File: src/rtl/lre_pkg.sv
`timescale 1ns / 1ps
// Shared types and constants for the Laplacian regularizer entry generator.
package lre_pkg;

    localparam int MAX_STRIKE_DEF = 64;
    localparam int MAX_DIP_DEF    = 64;

    localparam int CFG_INDEX_W = 2;
    localparam int CFG_DATA_W  = 7;
    localparam logic [CFG_INDEX_W-1:0] CFG_STRIKE_COUNT = 2'd0;
    localparam logic [CFG_INDEX_W-1:0] CFG_DIP_COUNT    = 2'd1;

    localparam int DIV_NUM_W         = 60;
    localparam int DIV_DEN_W         = 32;
    localparam int DIV_QUOT_W        = 48;
    localparam int DIV_BITS_PER_STEP = 4;
    localparam int DIV_STEPS         = DIV_NUM_W / DIV_BITS_PER_STEP;

    typedef struct packed {
        logic [5:0]  strike_index;
        logic [5:0]  dip_index;
        logic [15:0] patch_width;
        logic [15:0] patch_length;
    } patch_t;

    typedef struct packed {
        logic [13:0]        matrix_row;
        logic [12:0]        matrix_column;
        logic signed [47:0] entry_value;
        logic               last_entry;
    } entry_t;

    typedef struct packed {
        logic                 start;
        logic [DIV_NUM_W-1:0] numer;
        logic [DIV_DEN_W-1:0] denom;
    } div_req_t;

    typedef struct packed {
        logic                  done;
        logic [DIV_QUOT_W-1:0] quotient;
    } div_rsp_t;

    typedef enum logic [2:0] {
        ST_IDLE,
        ST_SETUP,
        ST_START,
        ST_WAIT,
        ST_EMIT
    } lre_state_t;

endpackage

File: src/rtl/lre_divider.sv
`timescale 1ns / 1ps
// Rounding restoring divider, four quotient bits per cycle.
module lre_divider (
    input  logic              clk,
    input  logic              rst_n,
    input  lre_pkg::div_req_t req,
    output lre_pkg::div_rsp_t rsp
);

    localparam int NUM_W = lre_pkg::DIV_NUM_W;
    localparam int DEN_W = lre_pkg::DIV_DEN_W;
    localparam int BITS  = lre_pkg::DIV_BITS_PER_STEP;
    localparam int STEPS = lre_pkg::DIV_STEPS;
    localparam int CNT_W = $clog2(STEPS);

    logic             run_reg, run_next;
    logic             done_reg, done_next;
    logic [CNT_W-1:0] cnt_reg, cnt_next;
    logic [DEN_W-1:0] rem_reg, rem_next;
    logic [DEN_W-1:0] den_reg, den_next;
    logic [NUM_W-1:0] num_reg, num_next;
    logic [NUM_W-1:0] quot_reg, quot_next;

    always_ff @(posedge clk or negedge rst_n)
    begin
        if (!rst_n)
        begin
            run_reg  <= 1'b0;
            done_reg <= 1'b0;
            cnt_reg  <= '0;
        end
        else
        begin
            run_reg  <= run_next;
            done_reg <= done_next;
            cnt_reg  <= cnt_next;
        end
    end

    always_ff @(posedge clk)
    begin
        rem_reg  <= rem_next;
        den_reg  <= den_next;
        num_reg  <= num_next;
        quot_reg <= quot_next;
    end

    always_comb
    begin
        logic [DEN_W:0]   trial;
        logic [DEN_W-1:0] rem;
        logic [NUM_W-1:0] num;
        logic [NUM_W-1:0] quot;
        run_next  = run_reg;
        done_next = 1'b0;
        cnt_next  = cnt_reg;
        rem_next  = rem_reg;
        den_next  = den_reg;
        num_next  = num_reg;
        quot_next = quot_reg;
        rem       = rem_reg;
        num       = num_reg;
        quot      = quot_reg;
        trial     = '0;
        if (req.start)
        begin
            // round to nearest: add half the divisor up front
            run_next  = 1'b1;
            cnt_next  = '0;
            rem_next  = '0;
            den_next  = req.denom;
            num_next  = req.numer + NUM_W'(req.denom >> 1);
            quot_next = '0;
        end
        else if (run_reg)
        begin
            for (int k = 0; k < BITS; k++)
            begin
                trial = {rem, num[NUM_W-1]};
                num   = num << 1;
                if (trial >= {1'b0, den_reg})
                begin
                    trial = trial - {1'b0, den_reg};
                    quot  = {quot[NUM_W-2:0], 1'b1};
                end
                else
                begin
                    quot = {quot[NUM_W-2:0], 1'b0};
                end
                rem = trial[DEN_W-1:0];
            end
            rem_next  = rem;
            num_next  = num;
            quot_next = quot;
            cnt_next  = cnt_reg + 1'b1;
            if (cnt_reg == CNT_W'(STEPS - 1))
            begin
                run_next  = 1'b0;
                done_next = 1'b1;
            end
        end
    end

    assign rsp.done     = done_reg;
    assign rsp.quotient = quot_reg[lre_pkg::DIV_QUOT_W-1:0];

endmodule

File: src/rtl/laplacian_regularizer_entries_core.sv
`timescale 1ns / 1ps
// Top level: sparse Laplacian regularizer entry generator with its sequencer.
//
// Usage:
//   patch channel (patch_valid / patch_stall / patch) takes one fault patch per
//   request, in row-major order. entry channel (entry_valid / entry_stall / entry)
//   returns 4 to 10 entries per in-grid patch; last_entry marks the final one.
//   cfg channel writes strike_count (index 0) and dip_count (index 1); cfg_ready
//   is always high. Write only while the block is idle.
// Timing:
//   After a patch is taken, the setup state forms the grid indices, then the
//   shared divider computes 1e6/w^2, 1e6/l^2 and 1e8/(w*l) in turn, each in
//   15 steps of four quotient bits. Entries are then registered one per cycle
//   while entry_stall is low. patch_stall is high after a patch is taken until
//   the last entry is loaded into the output register; for a patch outside the
//   grid it drops again after the setup state.
// Reset: counts return to 1, the penalty row offset clears, no entry is valid.
// A stall on the entry channel holds the output register and, in the emit state, the sequencer.
module laplacian_regularizer_entries_core #(
    parameter int MAX_STRIKE = lre_pkg::MAX_STRIKE_DEF,
    parameter int MAX_DIP    = lre_pkg::MAX_DIP_DEF
) (
    input  logic                              clk,
    input  logic                              rst_n,
    input  logic                              patch_valid,
    output logic                              patch_stall,
    input  lre_pkg::patch_t                   patch,
    output logic                              entry_valid,
    input  logic                              entry_stall,
    output lre_pkg::entry_t                   entry,
    input  logic                              cfg_valid,
    output logic                              cfg_ready,
    input  logic [lre_pkg::CFG_INDEX_W-1:0]   cfg_index,
    input  logic [lre_pkg::CFG_DATA_W-1:0]    cfg_data
);

    localparam logic [15:0] ONE_KM_Q8 = 16'd256;
    localparam logic [lre_pkg::DIV_NUM_W-1:0] NUM_STENCIL =
        lre_pkg::DIV_NUM_W'(64'd1000000 << 32);
    localparam logic [lre_pkg::DIV_NUM_W-1:0] NUM_PENALTY =
        lre_pkg::DIV_NUM_W'(64'd100000000 << 32);

    localparam logic [1:0] PHASE_A = 2'd0;
    localparam logic [1:0] PHASE_B = 2'd1;
    localparam logic [1:0] PHASE_P = 2'd2;

    localparam int TAPS      = 5;
    localparam int SLOTS     = 12;
    localparam int SLOT_W    = 4;
    localparam int TAP_UP    = 0;
    localparam int TAP_BACK  = 1;
    localparam int TAP_DIAG  = 2;
    localparam int TAP_FWD   = 3;
    localparam int TAP_DOWN  = 4;
    localparam int SLOT_PEN0 = 2 * TAPS;
    localparam int SLOT_PEN1 = 2 * TAPS + 1;

    lre_pkg::lre_state_t state_reg, state_next;

    logic [6:0]         strike_count_reg, strike_count_next;
    logic [6:0]         dip_count_reg, dip_count_next;
    logic [13:0]        offset_reg, offset_next;
    logic [SLOTS-1:0]   mask_reg, mask_next;
    logic [1:0]         phase_reg, phase_next;
    logic               entry_valid_reg, entry_valid_next;

    logic [5:0]         i_reg, i_next;
    logic [5:0]         j_reg, j_next;
    logic [15:0]        w_reg, w_next;
    logic [15:0]        l_reg, l_next;
    logic [12:0]        patch_reg, patch_next;
    logic [13:0]        pen_row_reg, pen_row_next;
    logic [31:0]        prod_reg, prod_next;
    logic [47:0]        a_reg, a_next;
    logic [47:0]        b_reg, b_next;
    logic [47:0]        p_reg, p_next;
    lre_pkg::entry_t    entry_reg, entry_next;

    lre_pkg::div_req_t  div_req;
    lre_pkg::div_rsp_t  div_rsp;

    logic [6:0]         ns_eff, nd_eff;
    logic               in_grid, boundary;
    logic [12:0]        patch_calc;
    logic [13:0]        base_calc;
    logic [SLOTS-1:0]   mask_calc;
    logic [15:0]        mul_x, mul_y;
    logic [31:0]        mul_p;
    logic [SLOT_W-1:0]  slot;
    logic [SLOTS-1:0]   slot_bit, mask_rest;
    logic               slot_m, slot_pen;
    int                 slot_tap;
    logic [12:0]        nb_delta, nb_patch;
    logic [47:0]        ab_sum, diag_val, slot_val;
    logic [13:0]        slot_row;

    lre_divider u_div (
        .clk   (clk),
        .rst_n (rst_n),
        .req   (div_req),
        .rsp   (div_rsp)
    );

    always_ff @(posedge clk or negedge rst_n)
    begin
        if (!rst_n)
        begin
            state_reg        <= lre_pkg::ST_IDLE;
            strike_count_reg <= 7'd1;
            dip_count_reg    <= 7'd1;
            offset_reg       <= '0;
            mask_reg         <= '0;
            phase_reg        <= PHASE_A;
            entry_valid_reg  <= 1'b0;
        end
        else
        begin
            state_reg        <= state_next;
            strike_count_reg <= strike_count_next;
            dip_count_reg    <= dip_count_next;
            offset_reg       <= offset_next;
            mask_reg         <= mask_next;
            phase_reg        <= phase_next;
            entry_valid_reg  <= entry_valid_next;
        end
    end

    always_ff @(posedge clk)
    begin
        i_reg       <= i_next;
        j_reg       <= j_next;
        w_reg       <= w_next;
        l_reg       <= l_next;
        patch_reg   <= patch_next;
        pen_row_reg <= pen_row_next;
        prod_reg    <= prod_next;
        a_reg       <= a_next;
        b_reg       <= b_next;
        p_reg       <= p_next;
        entry_reg   <= entry_next;
    end

    // grid geometry
    assign ns_eff = (32'(strike_count_reg) > MAX_STRIKE) ? 7'(MAX_STRIKE) : strike_count_reg;
    assign nd_eff = (32'(dip_count_reg) > MAX_DIP) ? 7'(MAX_DIP) : dip_count_reg;
    assign in_grid  = ({1'b0, i_reg} < ns_eff) && ({1'b0, j_reg} < nd_eff);
    assign boundary = ({1'b0, j_reg} == nd_eff - 7'd1) || (i_reg == 6'd0)
                      || ({1'b0, i_reg} == ns_eff - 7'd1);
    assign patch_calc = 13'(j_reg) * 13'(ns_eff) + 13'(i_reg);
    assign base_calc  = 14'((14'(ns_eff) * 14'(nd_eff)) << 1);

    always_comb
    begin
        mask_calc                  = '0;
        mask_calc[TAP_UP]          = (j_reg != 6'd0);
        mask_calc[TAP_BACK]        = (i_reg != 6'd0);
        mask_calc[TAP_DIAG]        = 1'b1;
        mask_calc[TAP_FWD]         = ({1'b0, i_reg} + 7'd1 < ns_eff);
        mask_calc[TAP_DOWN]        = ({1'b0, j_reg} + 7'd1 < nd_eff);
        mask_calc[TAPS+TAP_UP]     = mask_calc[TAP_UP];
        mask_calc[TAPS+TAP_BACK]   = mask_calc[TAP_BACK];
        mask_calc[TAPS+TAP_DIAG]   = 1'b1;
        mask_calc[TAPS+TAP_FWD]    = mask_calc[TAP_FWD];
        mask_calc[TAPS+TAP_DOWN]   = mask_calc[TAP_DOWN];
        mask_calc[SLOT_PEN0]       = boundary;
        mask_calc[SLOT_PEN1]       = boundary;
    end

    // shared multiplier: w*w in setup, then l*l and w*l between divisions
    assign mul_x = (state_reg == lre_pkg::ST_WAIT && phase_reg == PHASE_A) ? l_reg : w_reg;
    assign mul_y = (state_reg == lre_pkg::ST_SETUP) ? w_reg : l_reg;
    assign mul_p = mul_x * mul_y;

    assign div_req.start = (state_reg == lre_pkg::ST_START);
    assign div_req.numer = (phase_reg == PHASE_P) ? NUM_PENALTY : NUM_STENCIL;
    assign div_req.denom = prod_reg;

    // next pending entry
    always_comb
    begin
        slot = '0;
        for (int k = SLOTS - 1; k >= 0; k--)
        begin
            if (mask_reg[k])
                slot = SLOT_W'(k);
        end
    end

    assign slot_bit  = SLOTS'(1) << slot;
    assign mask_rest = mask_reg & ~slot_bit;
    assign ab_sum    = a_reg + b_reg;
    assign diag_val  = 48'd0 - (ab_sum << 1);

    always_comb
    begin
        slot_pen = (32'(slot) >= SLOT_PEN0);
        if (slot_pen)
        begin
            slot_m   = (32'(slot) == SLOT_PEN1);
            slot_tap = TAP_DIAG;
        end
        else if (32'(slot) >= TAPS)
        begin
            slot_m   = 1'b1;
            slot_tap = 32'(slot) - TAPS;
        end
        else
        begin
            slot_m   = 1'b0;
            slot_tap = 32'(slot);
        end
        case (slot_tap)
            TAP_UP:
            begin
                nb_delta = 13'd0 - 13'(ns_eff);
                slot_val = a_reg;
            end
            TAP_BACK:
            begin
                nb_delta = 13'h1FFF;
                slot_val = b_reg;
            end
            TAP_FWD:
            begin
                nb_delta = 13'd1;
                slot_val = b_reg;
            end
            TAP_DOWN:
            begin
                nb_delta = 13'(ns_eff);
                slot_val = a_reg;
            end
            default:
            begin
                nb_delta = 13'd0;
                slot_val = diag_val;
            end
        endcase
        if (slot_pen)
        begin
            slot_val = p_reg;
            slot_row = pen_row_reg + 14'(slot_m);
        end
        else
        begin
            slot_row = {patch_reg, slot_m};
        end
    end

    assign nb_patch = patch_reg + nb_delta;

    always_comb
    begin
        state_next        = state_reg;
        strike_count_next = strike_count_reg;
        dip_count_next    = dip_count_reg;
        offset_next       = offset_reg;
        mask_next         = mask_reg;
        phase_next        = phase_reg;
        entry_valid_next  = entry_valid_reg;
        i_next            = i_reg;
        j_next            = j_reg;
        w_next            = w_reg;
        l_next            = l_reg;
        patch_next        = patch_reg;
        pen_row_next      = pen_row_reg;
        prod_next         = prod_reg;
        a_next            = a_reg;
        b_next            = b_reg;
        p_next            = p_reg;
        entry_next        = entry_reg;

        if (cfg_valid)
        begin
            case (cfg_index)
                lre_pkg::CFG_STRIKE_COUNT: strike_count_next = cfg_data;
                lre_pkg::CFG_DIP_COUNT:    dip_count_next    = cfg_data;
                default:                   ;
            endcase
        end

        if (entry_valid_reg && !entry_stall)
            entry_valid_next = 1'b0;

        case (state_reg)
            lre_pkg::ST_IDLE:
            begin
                if (patch_valid)
                begin
                    i_next = patch.strike_index;
                    j_next = patch.dip_index;
                    w_next = (patch.patch_width < ONE_KM_Q8) ? ONE_KM_Q8 : patch.patch_width;
                    l_next = (patch.patch_length < ONE_KM_Q8) ? ONE_KM_Q8 : patch.patch_length;
                    if (patch.strike_index == 6'd0 && patch.dip_index == 6'd0)
                        offset_next = '0;
                    state_next = lre_pkg::ST_SETUP;
                end
            end
            lre_pkg::ST_SETUP:
            begin
                if (!in_grid)
                begin
                    state_next = lre_pkg::ST_IDLE;
                end
                else
                begin
                    patch_next   = patch_calc;
                    mask_next    = mask_calc;
                    pen_row_next = base_calc + offset_reg;
                    if (boundary)
                        offset_next = offset_reg + 14'd2;
                    prod_next  = mul_p;
                    phase_next = PHASE_A;
                    state_next = lre_pkg::ST_START;
                end
            end
            lre_pkg::ST_START:
            begin
                state_next = lre_pkg::ST_WAIT;
            end
            lre_pkg::ST_WAIT:
            begin
                if (div_rsp.done)
                begin
                    case (phase_reg)
                        PHASE_A:
                        begin
                            a_next     = div_rsp.quotient;
                            prod_next  = mul_p;
                            phase_next = PHASE_B;
                            state_next = lre_pkg::ST_START;
                        end
                        PHASE_B:
                        begin
                            b_next     = div_rsp.quotient;
                            prod_next  = mul_p;
                            phase_next = PHASE_P;
                            state_next = lre_pkg::ST_START;
                        end
                        default:
                        begin
                            p_next     = div_rsp.quotient;
                            state_next = lre_pkg::ST_EMIT;
                        end
                    endcase
                end
            end
            lre_pkg::ST_EMIT:
            begin
                if (!entry_valid_reg || !entry_stall)
                begin
                    entry_next.matrix_row    = slot_row;
                    entry_next.matrix_column = {nb_patch[11:0], slot_m};
                    entry_next.entry_value   = $signed(slot_val);
                    entry_next.last_entry    = (mask_rest == '0);
                    entry_valid_next         = 1'b1;
                    mask_next                = mask_rest;
                    if (mask_rest == '0)
                        state_next = lre_pkg::ST_IDLE;
                end
            end
            default:
            begin
                state_next = lre_pkg::ST_IDLE;
            end
        endcase
    end

    assign patch_stall = (state_reg != lre_pkg::ST_IDLE);
    assign entry_valid = entry_valid_reg;
    assign entry       = entry_reg;
    assign cfg_ready   = 1'b1;

    a_div_done_in_wait: assert property (@(posedge clk) disable iff (!rst_n)
        div_rsp.done |-> state_reg == lre_pkg::ST_WAIT)
        else $error("divider result outside wait state");

    a_emit_has_work: assert property (@(posedge clk) disable iff (!rst_n)
        state_reg == lre_pkg::ST_EMIT |-> mask_reg != '0)
        else $error("emit state with no pending entry");

    a_not_last_keeps_emit: assert property (@(posedge clk) disable iff (!rst_n)
        entry_valid_reg && !entry_reg.last_entry |-> state_reg == lre_pkg::ST_EMIT)
        else $error("patch ended without last entry");

endmodule

File: config.mk
export PLATFORM = sky130hd
export DESIGN_NAME = laplacian_regularizer_entries_core
export DESIGN_NICKNAME = d
export VERILOG_FILES = /design/src/rtl/lre_pkg.sv /design/src/rtl/lre_divider.sv /design/src/rtl/laplacian_regularizer_entries_core.sv
export SDC_FILE = /design/constraint.sdc
export NUM_CORES = 2
export LEC_CHECK = 0
export BUFFER_PORTS_ARGS = -buffer_cell sky130_fd_sc_hd__buf_2
export CAP_MARGIN = 25
export CORE_UTILIZATION = 62
export CTS_CLUSTER_SIZE = 16
export DETAILED_ROUTE_END_ITERATION = 16
export GPL_ROUTABILITY_DRIVEN = 1
export PLACE_DENSITY_LB_ADDON = 0.1
export SYNTH_ARGS = -nofsm -noshare
export SYNTH_HDL_FRONTEND = slang
export SYNTH_SLANG_ARGS = --single-unit
File: constraint.sdc
create_clock -name clk -period 38.5 [get_ports clk]
set_clock_uncertainty 0.15 [all_clocks]
set_input_delay 7.7 -clock clk [delete_from_list [all_inputs] [get_ports clk]]
set_output_delay 7.7 -clock clk [all_outputs]
set_load 0.05 [all_outputs]
==> key figures <==
Place
  – Placed instance count: 5,634
  – DP HPWL: 85,000 um
  – # port buffers: 135
  – RePlAce Congestion: 0.950
  – DP Area: 46,700 sq um

Clock network
  – Clk slew on worst S/H paths: ~0.07 ns
  – Number of CTS-inserted buffers: 57
  – Worst skew pair latency: roughly 0.65 ns
  – Clock Tree Root: clkbuf_16
  – Post-CTS Setup Bufs: 0
  – Maximum buffer depth of the clock tree: 3
  – H-tree levels: 2
  – TritonCTS clock tree: built
  – Clock sink count: 544
  – Cts hold-fix bufs: 0
  – Post-CTS Resized: 0

Drt
  – DRT iter0 DRCs: 2,578
  – Vias: 34,600
  – Vias per cell: around 6.0
  – DRC: 0
  – Routed len/inst: 19.9 um
  – Wirelength, routed: 114,000 um
  – First drt pass iteration count: 5
  – DRT antenna net count: 0

Finish
  – Net total in the final layout: 5,456
  – Most common cell after layout, fill and taps aside: nand2_1
  – Max reg flops: 75
  – Area added between synthesis and finish: 8.13%
  – Share of cells above drive strength 1: about 8.8%
  – Final instance area: 48,700 sq um
  – Most frequent cells in the layout: nand2_1, inv_1, edfxtp_1, ha_1, nor2_1
  – Finished Layout Cells: 5,746

GRT
  – First-pass GRT wire length: 184,000 um
  – Number of global-route vias before repair: 34,400
  – Grt total ovfl: 0
  – Pin count of the biggest net entering global routing: 93
  – Total GRT Usage: 31.2%
  – Initial antenna violation count: 5

Synthesis
  – Post-synth EDFFs: ~410
  – #FFs+latches synth: around 540
  – Post-Syn Area: 45,100 sq um
  – Main synth FF type: edfxtp_1
  – Yosys cell types: 102
  – Mean post-synth cell area: 9.64 sq um
  – Top post-synthesis cells by area: edfxtp_1, ha_1, fa_1
  – Syn Inst Count: 4,676
  – Area leader, netlist: edfxtp_1
  – Async SR Flop Fraction: a little under a tenth
  – Top cell type's share of synthesized area: 27.5%
  – Synthesized net count: ~5,400
  – Count of warnings emitted by yosys: 0
  – Sequential share of the synthesized area: 33.9%

Die
  – Core area: 71,700 sq um
  – # rows: 98
  – Ports: around 140
  – Initial Util: 62.8%
  – Die area: between 70,000 and 80,000 sq um
  – DIE WIDTH: 272 um
  – Die Ht: 272 um

Critical path
  – CP endpoint kind: flip-flop
  – Crit path DAT: 16.54 ns
  – CP max FO: 36
  – WP data required: 38.84 ns
  – Worst Path Class, Setup: reg2reg
  – Most used cell, CP: a21o_1
  – Type of origin of the critical path: flip-flop
  – Slowest Stage Delay on Critical Path: 0.92 ns
  – Critical Path Slowest Stage Cell: a211oi_4

Timing
  – Final setup vio count: 0
  – Maximum clock rate: 61.7 MHz
  – Hold Fails Final Rpt: 0
  – Fin Setup TNS: 0 ns
  – Fin crit share: 42.1%
  – RSZ-0062 raised after global routing: false
  – Normalized max-slew margin: 28.7%
  – Worst-margin pin slew: about 1.1 ns
  – Final Slew Violations: 0
  – Final min period: 16.21 ns

Outcome
  – Outcome: completed

Run
  – Max-Cap Viols: 0

Worst hold path
  – Hold Crit Class: reg2reg
## through the flow
stage,setup slack (ns),util [%],hold slack (ns)
finish,22.29,67.9,0.274
global route,21.62,67.9,0.288
CTS,22.68,67.9,0.277
detailed placement,22.74,65.1,0.284
global placement,23.07,65.0,0.281
floorplan,25.82,-,0.250
## cell usage after synthesis (11+ instances only)
library cell / count
o21bai_1: 52
or3_1: 19
o211ai_1: 12
buf_2: 12
mux2_2: 73
xnor2_1: 200
or2_2: 20
o221ai_1: 18
a21o_1: 103
xor2_1: 90
nand4_1: 41
nor2b_1: 54
a211oi_1: 26
inv_1: 443
ha_1: 405
nor4_1: 18
nand2_1: 539
a31oi_1: 56
nand2b_1: 57
o31ai_1: 13
and3_1: 35
o21a_1: 43
a22oi_1: 38
clkbuf_1: 137
o21ai_1: 13
nor3_1: 45
edfxtp_1: 413
dfxtp_1: 80
o21ai_0: 174
fa_1: 248
dfrtp_1: 49
nor2_1: 380
a21oi_1: 285
and2_1: 64
nand3_1: 70
and4_1: 18
buf_1: 15
a221oi_1: 11
mux2i_1: 122
## final timing paths
kind,from,endpoint,slack (ns),depth (start not counted)
min in group asynchronous,rst_n,dip_count_reg[6]$_DFFE_PN0P_,7.07,2
max,u_div.den_reg[26]$_DFFE_PP_,u_div.rem_reg[28]$_SDFFE_PP0P_,22.29,51
max reg2reg,u_div.den_reg[26]$_DFFE_PP_,u_div.rem_reg[28]$_SDFFE_PP0P_,22.29,51
max in group asynchronous,rst_n,u_div.run_reg$_DFF_PN0_,30.61,2
min reg2reg,prod_reg[0]$_DFFE_PP_,u_div.den_reg[0]$_DFFE_PP_,0.27,0
min,prod_reg[0]$_DFFE_PP_,u_div.den_reg[0]$_DFFE_PP_,0.27,0
## critical path, delay by kind of cell (launching register included)
kind	cells	cell delay [ns]
compound gates	33	9.07
fa+ha+maj	4	1.43
simple gates	4	1.71
buf+inv	7	2.24
mux	3	0.99
flops	1	0.36
## cells by family (layout without fill, tap and decap cells)
family          Yosys count  count (layout)  share of synthesized area [%]
compound gates          958             958                           13.7
xor+xnor                291             291                           5.67
fa+ha+maj               653             653                           22.3
buf+inv                 616             734                           5.23
flops                   544             544                           33.9
mux                     196             196                           4.57
other cells               2               4                         0.0167
simple gates           1416            1416                           14.7
## final cells by class
type,instances,area (sq um)
multi-input combinational,3516,27500
fill,5777,23000
sequential,544,15300
inverter,446,1680
clock buffer,76,1590
tap,950,1190
timing repair buffer,180,1060
clock inverter,32,400
antenna,2,5.00
## metal layers
layer | global-route usage, % | part of all wire, % | up-vias
li1 | - | - | 16500
met1 | 44.0 | 45 | 16800
met2 | 50.5 | 46 | 1148
met3 | 3.84 | 6.5 | 211
met4 | 8.93 | 2.7 | 2
met5 | 0 | 0.011 | -
Power is left out: the tool's default activity adds up to more than one toggle a clock period on the data nets, which glitch-free logic cannot reach.
